**src/hw/rtl/setq_pkg.sv**
```systemverilog
// Package for the sorted expiry timer queue: sizes, command and status codes, FSM states, word layouts.
// No dependencies.
`default_nettype none
package setq_pkg;
	localparam int HandleW = 10;
	localparam int TimeW   = 32;
	localparam int MaxResults = 32;

	typedef enum logic [1:0] {
		CMD_ADD    = 2'd0,
		CMD_ADJUST = 2'd1,
		CMD_DELETE = 2'd2,
		CMD_TICK   = 2'd3
	} cmd_t;

	typedef enum logic [1:0] {
		ST_OK        = 2'd0,
		ST_FULL      = 2'd1,
		ST_NOT_FOUND = 2'd2,
		ST_DUP       = 2'd3
	} status_t;

	typedef enum logic [3:0] {
		S_IDLE,
		S_FIND_RD,
		S_FIND_CHK,
		S_REM_RD,
		S_REM_WR,
		S_INS_RD,
		S_INS_CHK,
		S_INS_WR,
		S_TICK_RD,
		S_TICK_CHK,
		S_EMIT
	} state_t;

	typedef struct packed {
		logic [1:0]  cmd;
		logic [9:0]  handle;
		logic [31:0] expire_time;
		logic [31:0] now;
	} in_word_t;

	typedef struct packed {
		logic [9:0] expired_handle;
		logic       fired;
		logic [1:0] status;
		logic       last;
	} out_word_t;
endpackage
`default_nettype wire

```
**src/hw/rtl/setq_if.sv**
```systemverilog
// Valid/ready channel interface carrying one word of type T.
// Depends on setq_pkg for the word types.
`default_nettype none
interface setq_if #(parameter type T = setq_pkg::in_word_t) (input wire logic clk);
	logic valid;
	logic ready;
	T     data;
	modport source (output valid, output data, input ready);
	modport sink (input valid, input data, output ready);
endinterface
`default_nettype wire

```
**src/hw/rtl/sorted_expiry_timer_queue.sv**
```systemverilog
// Top level of the sorted expiry timer queue.
// Depends on setq_pkg and setq_if.
//
// Usage: commands enter on in_ch (cmd, handle, expire_time, now); results leave on
// out_ch (expired_handle, fired, status, last). Both are valid/ready channels; a word
// moves when valid and ready are high at a rising clk edge.
// Timers sit in a sorted array held in one synchronous memory (one read, one
// write port, registered read). Every command is worked by a sequencer that
// walks the memory one entry at a time:
//   add:    linear scan for duplicates, then search for the insertion point
//           from the tail, shifting entries up.
//   adjust/delete: scan for the handle, shift the tail down, then for adjust
//           re-insert as in add.
//   tick:   pops from the front; each popped entry costs a read, a compare and a
//           shift down of the rest.
// One command is worked at a time; in_ch.ready is high only when the sequencer
// is idle. Each result is held in an output register; when the receiver stalls,
// the sequencer waits in place with the result held. Reset (arst_n low) clears
// the occupancy count and the sequencer; memory contents are not cleared, as
// only positions below the count are ever used.
`default_nettype none
module sorted_expiry_timer_queue #(
	parameter int ENTRIES = 32
) (
	input  wire logic clk,
	input  wire logic arst_n,
	setq_if.sink      in_ch,
	setq_if.source    out_ch
);
	localparam int AW = (ENTRIES > 1) ? $clog2(ENTRIES) : 1;
	localparam int CW = $clog2(ENTRIES + 1);
	localparam int RW = $clog2(setq_pkg::MaxResults + 1);

	typedef struct packed {
		logic [31:0] expiry;
		logic [9:0]  handle;
	} slot_t;

	slot_t mem [ENTRIES];
	slot_t rd_data_q;
	logic  [AW-1:0] rd_addr;
	logic           wr_en;
	logic  [AW-1:0] wr_addr;
	slot_t          wr_data;

	always_ff @(posedge clk) begin
		if (wr_en) mem[wr_addr] <= wr_data;
		rd_data_q <= mem[rd_addr];
	end

	setq_pkg::state_t state_q, state_d;
	logic [CW-1:0]  count_q, count_d;
	logic [CW-1:0]  idx_q, idx_d;       // walking position
	logic [RW-1:0]  npop_q, npop_d;     // pops in this tick
	setq_pkg::in_word_t cmd_q, cmd_d;
	setq_pkg::out_word_t res_q, res_d;
	logic           res_valid_q, res_valid_d;
	setq_pkg::state_t after_q, after_d; // state to resume after emit
	slot_t          popped_q, popped_d;

	always_ff @(posedge clk or negedge arst_n) begin
		if (!arst_n) begin
			state_q     <= setq_pkg::S_IDLE;
			count_q     <= '0;
			res_valid_q <= 1'b0;
		end else begin
			state_q     <= state_d;
			count_q     <= count_d;
			res_valid_q <= res_valid_d;
		end
	end

	always_ff @(posedge clk) begin
		idx_q    <= idx_d;
		npop_q   <= npop_d;
		cmd_q    <= cmd_d;
		res_q    <= res_d;
		after_q  <= after_d;
		popped_q <= popped_d;
	end

	assign in_ch.ready  = (state_q == setq_pkg::S_IDLE);
	assign out_ch.valid = res_valid_q;
	assign out_ch.data  = res_q;

	function automatic setq_pkg::out_word_t mk_res(logic [9:0] h, logic f,
			setq_pkg::status_t s, logic l);
		setq_pkg::out_word_t r;
		r.expired_handle = h;
		r.fired          = f;
		r.status         = s;
		r.last           = l;
		return r;
	endfunction

	always_comb begin
		state_d     = state_q;
		count_d     = count_q;
		idx_d       = idx_q;
		npop_d      = npop_q;
		cmd_d       = cmd_q;
		res_d       = res_q;
		res_valid_d = res_valid_q;
		after_d     = after_q;
		popped_d    = popped_q;
		rd_addr     = idx_q[AW-1:0];
		wr_en       = 1'b0;
		wr_addr     = idx_q[AW-1:0];
		wr_data     = '{expiry: cmd_q.expire_time, handle: cmd_q.handle};

		unique case (state_q)
			setq_pkg::S_IDLE: begin
				if (in_ch.valid) begin
					cmd_d  = in_ch.data;
					idx_d  = '0;
					npop_d = '0;
					if (setq_pkg::cmd_t'(in_ch.data.cmd) == setq_pkg::CMD_TICK)
						state_d = setq_pkg::S_TICK_RD;
					else if (setq_pkg::cmd_t'(in_ch.data.cmd) == setq_pkg::CMD_ADD &&
							count_q == CW'(ENTRIES)) begin
						res_d       = mk_res('0, 1'b0, setq_pkg::ST_FULL, 1'b1);
						res_valid_d = 1'b1;
						after_d     = setq_pkg::S_IDLE;
						state_d     = setq_pkg::S_EMIT;
					end else
						state_d = setq_pkg::S_FIND_RD;
				end
			end
			// scan for the handle, one entry per S_FIND_RD/S_FIND_CHK pair
			setq_pkg::S_FIND_RD: begin
				if (idx_q >= count_q) begin
					if (setq_pkg::cmd_t'(cmd_q.cmd) == setq_pkg::CMD_ADD) begin
						idx_d   = count_q;
						state_d = setq_pkg::S_INS_RD;
					end else begin
						res_d       = mk_res('0, 1'b0, setq_pkg::ST_NOT_FOUND, 1'b1);
						res_valid_d = 1'b1;
						after_d     = setq_pkg::S_IDLE;
						state_d     = setq_pkg::S_EMIT;
					end
				end else
					state_d = setq_pkg::S_FIND_CHK;
			end
			setq_pkg::S_FIND_CHK: begin
				if (rd_data_q.handle == cmd_q.handle) begin
					if (setq_pkg::cmd_t'(cmd_q.cmd) == setq_pkg::CMD_ADD) begin
						res_d       = mk_res('0, 1'b0, setq_pkg::ST_DUP, 1'b1);
						res_valid_d = 1'b1;
						after_d     = setq_pkg::S_IDLE;
						state_d     = setq_pkg::S_EMIT;
					end else
						state_d = setq_pkg::S_REM_RD;
				end else begin
					idx_d   = idx_q + 1'b1;
					state_d = setq_pkg::S_FIND_RD;
				end
			end
			// shift entries above idx down by one
			setq_pkg::S_REM_RD: begin
				if (idx_q + 1'b1 >= count_q) begin
					count_d = count_q - 1'b1;
					if (setq_pkg::cmd_t'(cmd_q.cmd) == setq_pkg::CMD_ADJUST) begin
						idx_d   = count_q - 1'b1;
						state_d = setq_pkg::S_INS_RD;
					end else if (setq_pkg::cmd_t'(cmd_q.cmd) == setq_pkg::CMD_TICK) begin
						npop_d   = npop_q + 1'b1;
						res_d    = mk_res(popped_q.handle, 1'b1, setq_pkg::ST_OK, 1'b0);
						after_d  = setq_pkg::S_TICK_RD;
						idx_d    = '0;
						// last flag settled once next pop is checked
						state_d  = setq_pkg::S_TICK_RD;
					end else begin
						res_d       = mk_res('0, 1'b0, setq_pkg::ST_OK, 1'b1);
						res_valid_d = 1'b1;
						after_d     = setq_pkg::S_IDLE;
						state_d     = setq_pkg::S_EMIT;
					end
				end else begin
					rd_addr = AW'(idx_q + 1'b1);
					state_d = setq_pkg::S_REM_WR;
				end
			end
			setq_pkg::S_REM_WR: begin
				wr_en   = 1'b1;
				wr_data = rd_data_q;
				idx_d   = idx_q + 1'b1;
				state_d = setq_pkg::S_REM_RD;
			end
			// insertion: idx is the free slot; move larger entries up
			setq_pkg::S_INS_RD: begin
				if (idx_q == '0) begin
					wr_en       = 1'b1;
					count_d     = count_q + 1'b1;
					res_d       = mk_res('0, 1'b0, setq_pkg::ST_OK, 1'b1);
					res_valid_d = 1'b1;
					after_d     = setq_pkg::S_IDLE;
					state_d     = setq_pkg::S_EMIT;
				end else begin
					rd_addr = AW'(idx_q - 1'b1);
					state_d = setq_pkg::S_INS_CHK;
				end
			end
			setq_pkg::S_INS_CHK: begin
				if (rd_data_q.expiry > cmd_q.expire_time) begin
					wr_en   = 1'b1;
					wr_data = rd_data_q;
					idx_d   = idx_q - 1'b1;
					state_d = setq_pkg::S_INS_RD;
				end else begin
					wr_en       = 1'b1;
					count_d     = count_q + 1'b1;
					res_d       = mk_res('0, 1'b0, setq_pkg::ST_OK, 1'b1);
					res_valid_d = 1'b1;
					after_d     = setq_pkg::S_IDLE;
					state_d     = setq_pkg::S_EMIT;
				end
			end
			setq_pkg::S_INS_WR: state_d = setq_pkg::S_IDLE;
			// tick: examine head; a pending pop result is held in res_q
			setq_pkg::S_TICK_RD: begin
				rd_addr = '0;
				state_d = setq_pkg::S_TICK_CHK;
			end
			setq_pkg::S_TICK_CHK: begin
				if (npop_q != RW'(setq_pkg::MaxResults) && count_q != '0 &&
						rd_data_q.expiry <= cmd_q.now) begin
					popped_d = rd_data_q;
					idx_d    = '0;
					if (npop_q != '0) begin
						res_valid_d = 1'b1;
						after_d     = setq_pkg::S_REM_RD;
						state_d     = setq_pkg::S_EMIT;
					end else
						state_d = setq_pkg::S_REM_RD;
				end else begin
					if (npop_q == '0)
						res_d = mk_res('0, 1'b0, setq_pkg::ST_OK, 1'b1);
					else
						res_d.last = 1'b1;
					res_valid_d = 1'b1;
					after_d     = setq_pkg::S_IDLE;
					state_d     = setq_pkg::S_EMIT;
				end
			end
			setq_pkg::S_EMIT: begin
				if (out_ch.ready) begin
					res_valid_d = 1'b0;
					state_d     = after_q;
				end
			end
			default: state_d = setq_pkg::S_IDLE;
		endcase
	end

	// occupancy never exceeds capacity
	a_count: assert property (@(posedge clk) disable iff (!arst_n)
		count_q <= CW'(ENTRIES)) else $error("count overflow");
	// a result stays up only while emitting
	a_emit: assert property (@(posedge clk) disable iff (!arst_n)
		res_valid_q |-> state_q == setq_pkg::S_EMIT) else $error("stray result");
	// no new command while a result is pending
	a_busy: assert property (@(posedge clk) disable iff (!arst_n)
		res_valid_q |-> !in_ch.ready) else $error("accept while busy");
	// count moves by at most one per cycle
	a_step: assert property (@(posedge clk) disable iff (!arst_n)
		count_q != $past(count_q) |-> (count_q == $past(count_q) + 1'b1 ||
		count_q == $past(count_q) - 1'b1)) else $error("count jump");
endmodule
`default_nettype wire
```
**src/flat_wrapper.sv**
```systemverilog
// flat-port wrapper written by rule: the top's interface ports become plain ports
module sorted_expiry_timer_queue_flat 
#(
	parameter int ENTRIES = 32
)
  (clk, arst_n, in_ch_valid, in_ch_data, in_ch_ready, out_ch_valid, out_ch_data, out_ch_ready);
  setq_if in_ch_i (.clk(clk));
  setq_if out_ch_i (.clk(clk));
  input  wire logic clk;
  input  wire logic arst_n;
  input wire logic [$bits(in_ch_i.valid)-1:0] in_ch_valid;
  input wire logic [$bits(in_ch_i.data)-1:0] in_ch_data;
  output wire logic [$bits(in_ch_i.ready)-1:0] in_ch_ready;
  output wire logic [$bits(out_ch_i.valid)-1:0] out_ch_valid;
  output wire logic [$bits(out_ch_i.data)-1:0] out_ch_data;
  input wire logic [$bits(out_ch_i.ready)-1:0] out_ch_ready;
  assign in_ch_i.valid = in_ch_valid;
  assign in_ch_i.data = in_ch_data;
  assign in_ch_ready = in_ch_i.ready;
  assign out_ch_valid = out_ch_i.valid;
  assign out_ch_data = out_ch_i.data;
  assign out_ch_i.ready = out_ch_ready;
  sorted_expiry_timer_queue #(.ENTRIES(ENTRIES)) u_core (.clk(clk), .arst_n(arst_n), .in_ch(in_ch_i), .out_ch(out_ch_i));
endmodule
```
**config.mk**
```make
export PLATFORM = sky130hd
export DESIGN_NAME = sorted_expiry_timer_queue_flat
export DESIGN_NICKNAME = d
export VERILOG_FILES = /design/src/hw/rtl/setq_pkg.sv /design/src/hw/rtl/setq_if.sv /design/src/hw/rtl/sorted_expiry_timer_queue.sv /design/src/flat_wrapper.sv
export SDC_FILE = /design/constraint.sdc
export NUM_CORES = 2
export LEC_CHECK = 0
export BUFFER_PORTS_ARGS = -buffer_cell sky130_fd_sc_hd__buf_4
export CORE_ASPECT_RATIO = 1.75
export CORE_MARGIN = 2
export CORE_UTILIZATION = 55
export DETAILED_ROUTE_END_ITERATION = 16
export PLACE_DENSITY = 0.72
export SETUP_SLACK_MARGIN = 0.05
export SYNTH_ARGS = -nofsm -noshare
export SYNTH_HDL_FRONTEND = slang
export SYNTH_SLANG_ARGS = --single-unit
```
**constraint.sdc**
```tcl
create_clock -name clk -period 5.5 [get_ports clk]
set_input_delay 0 -clock clk [delete_from_list [all_inputs] [get_ports clk]]
set_output_delay 0 -clock clk [all_outputs]
set_load 0.05 [all_outputs]
```
==> reports/qor.yml <==
post-synth-top-count-cell: "edfxtp_1"
dieArea_um2: 115000
finClkSkew_ps: 27.6
fp-row-count: 162
period_needed_ps: 5070
cts.sinks: 1511
clockBufferDepth: 3
start_util_pct: 55.6
clkPwrFrac_pct: 23.0
p_sw_share_pct: 39.9
cap_violations: 0
final_area_um2: 71500
ff2ff_path_depth: 16
antenna_found_initial: 4
drt_iter0_drc: 5219
area.growth.synth_to_final_pct: 15.4
final_layout_size_suffix_gt1_share_pct: 12.2
ys_top_cells_by_area: "edfxtp_1 (71%), nand2_1 (7.4%), nand3_1 (4.6%), a21oi_1 (2.3%), ha_1 (1.7%)"
cts_root_buf: "clkbuf_16"
synth_edf_count: 1458
drc: 0
gp_congestion: 0.907
path_clk_slew_ps: 70
rsz0062_at_grt: "false"
power_switching_mw: 16.4
synth_flop_cell: "edfxtp_1"
ir_drop_mv: 0.418
via_per_inst: 6.18
finalSetupViolCount: 0
die_y_um: 448
dr_total_vias: 41100
r2r-start: "u_core.idx_q[0]$_DFFE_PP_"
yosys_warnings: 0
worstPathMaxFanout: 39
ios: 158
core_um2: 111000
cp.arrival_ps: 5700
fillCellCount: 7902
path_cells: "ha_1, nand3_1, xor2_1, inv_1, ha_1, a41o_1, o31a_1, o21a_1, o32a_2, buf_12, buf_4, nand2_1, nand3_1, a21oi_1, or4_1, nor4_1"
critPathRequiredTime_ps: 6130
wl_per_cell_um: 26.8
end_kind: "flip-flop"
avgSynthCellArea_um2: 13.0
cts-buffers-inserted: 135
p_per_area_nw_per_um2: 575
max_freq_mhz: 197
yosysTopAreaCell: "edfxtp_1"
min_from: "out_ch_ready"
grt_start_max_net_pins: 96
crit_type: "flip-flop to flip-flop"
fin_nets: 5229
async_flop_share_pct: 0.728
die_w_um: 258
netlist_area_um2: 61900
worst_slack_ps: 432
dp_slack_ps: 482
h-tree-depth: 4
fin_crit_sh_pct: 92.1
drtPass1Iterations: 6
power_frac_seq_pct: 35.0
cts_setup_buffers: 0
p_comb_share_pct: 42.0
seq_area_frac_synth_pct: 72.5
synthCells: 4751
hold_viol: 0
max_slew_margin_pct: 8.11
internal-power_mw: 24.7
min_path_type: "input port to flip-flop"
holdPathEnd: "u_core.state_q[3]$_DFFE_PN0P_"
start_kind: "flip-flop"
slowest_delay_ps: 660
synth_top_area_share_pct: 70.7
hold_depth: 6
io_buffers: 95
placed_area_um2: 65500
ys_ff_latch: 1511
slowest_stage: "o32a_2"
r2r_setup_slack_ps: 430
synth_cell_types: 76
cts_tree: "done"
wl_um: 178000
worst_slew_pin_slew_ps: 1370
antenna_left: 0
grt_overflow: 0
grt_pass1_wl_um: 258000
slew_viol_final: 0
dp_hpwl_um: 98500
synthTopCellsByCount: "edfxtp_1 (1,458), nand2_1 (1,213), nand3_1 (575)"
status: "finished, final reports clean"
gr-usage-all-layers_pct: 30.7
first_global_vias: 40400
fin_tns_setup_ps: 0
power.leakage_nw: 25.6
clk_latency_ps: 770
r2r_end: "u_core.rd_data_q[4]$_DFF_P_"
-- power by group through the flow --
| stage | clock (mW) | sequential, mW | combinational, mW |
|---|---|---|---|
| after floorplan | 0 | 14.5 | 10.9 |
| after global routing | 9.91 | 14.4 | 18.6 |
| final | 9.45 | 14.4 | 17.3 |
| after global placement | 0 | 14.6 | 16.5 |
| after CTS | 9.49 | 14.4 | 17.1 |
| after detailed placement | 0 | 14.6 | 16.9 |
-- state kept, by name, summed over array words and instances, names as in the netlist, 6 cells and up --
register            cells
u_core.rd_data_q       42
u_core.idx_q            6
u_core.cmd_q           76
u_core.npop_q           6
u_core.mem           1344
u_core.count_q          6
u_core.popped_q        10
u_core.out_ch.data     14
-- repair_timing --
| action | CTS | global route |
|---|---|---|
| endpoints found under the hold margin | 105 | 0 |
| hold buffers | 157 | 0 |
| gates resized for setup | 0 | 0 |
-- final cells by class --
class | count | area, um2 | area share (%)
Multi-Input combinational cell | 2873 | 15400 | 21.6
Antenna cell | 3 | 7.51 | 0.0105
Timing Repair Buffer | 456 | 4590 | 6.42
Sequential cell | 1511 | 44900 | 62.8
Inverter | 87 | 327 | 0.457
Clock inverter | 72 | 688 | 0.963
Clock buffer | 174 | 3690 | 5.16
Tap cell | 1476 | 1850 | 2.58
-- cell families (layout without fill, tap and decap cells) --
kind of cell | after synthesis | count (layout) | synth area share (%)
fa+ha+maj | 86 | 86 | 1.73
compound gates | 482 | 482 | 4.69
buf+inv | 428 | 789 | 3.47
xor+xnor | 29 | 29 | 0.410
simple gates | 2084 | 2084 | 15.0
flops | 1511 | 1511 | 72.5
other cells | 1 | 65 | 0.00605
mux | 130 | 130 | 2.21
-- worst max path at each step --
stage	from	to	slack (ps)	cells past startpoint
final	u_core.idx_q[0]$_DFFE_PP_	u_core.rd_data_q[4]$_DFF_P_	430	16
after global routing	u_core.idx_q[0]$_DFFE_PP_	u_core.rd_data_q[24]$_DFF_P_	120	16
after detailed placement	u_core.idx_q[0]$_DFFE_PP_	u_core.rd_data_q[4]$_DFF_P_	480	16
after CTS	u_core.idx_q[0]$_DFFE_PP_	u_core.rd_data_q[0]$_DFF_P_	440	15
after floorplan	u_core.state_q[1]$_DFFE_PN0P_	u_core.npop_q[0]$_SDFFCE_PN0P_	190	6
after global placement	u_core.idx_q[0]$_DFFE_PP_	u_core.rd_data_q[0]$_DFF_P_	600	15
-- through the flow --
step	total power, mW	std cells	util (%)	hold WS (ps)
finish	41.1	6652	64.1	247
global route	43.0	6650	64.1	247
CTS	41.0	6649	64.1	213
detailed placement	31.5	6246	58.8	-145
global placement	31.2	6246	58.8	-147
floorplan	25.3	4812	-	-296
-- metal layers --
layer  wire length, um  share of wire (%)  global-route usage [%]
met5                56              0.031                       0
met4             10800                6.1                    17.5
met3             16900                9.5                    6.18
met2             89300                 50                    52.6
met1             61000                 34                    36.2
-- cells in the final DEF (no fill, tap or decap), types with 20 or more instances in the layout --
cell,Yosys,layout
edfxtp_1,1458,1458
nand2_1,1213,1213
nand3_1,575,574
a21oi_1,289,289
buf_4,79,237
dlygate4sd3_1,0,157
clkbuf_16,0,141
inv_1,87,87
mux2i_1,85,85
ha_1,85,85
conb_1,1,62
buf_12,0,62
nor2_1,81,49
o22ai_1,48,48
nor4_1,47,47
mux2_2,44,44
a311oi_1,42,42
or4_1,42,42
dfxtp_1,42,42
nor2_4,0,32
o21ai_0,30,30
nand3_2,31,30
clkbuf_1,107,29
clkinv_1,0,21
xnor2_1,20,20
-- critical path, delay by kind of cell, from the launching register on --
kind / cells / cell delay, ps
AOI/OAI and AO/OA: 5 / 1720
and+or+nand+nor: 5 / 1210
buffers and inverters: 3 / 630
adders and majority gates: 2 / 610
DFF: 1 / 490
xor gates and xnor gates: 1 / 260
Note: power is estimated with default switching activity, not from simulation.
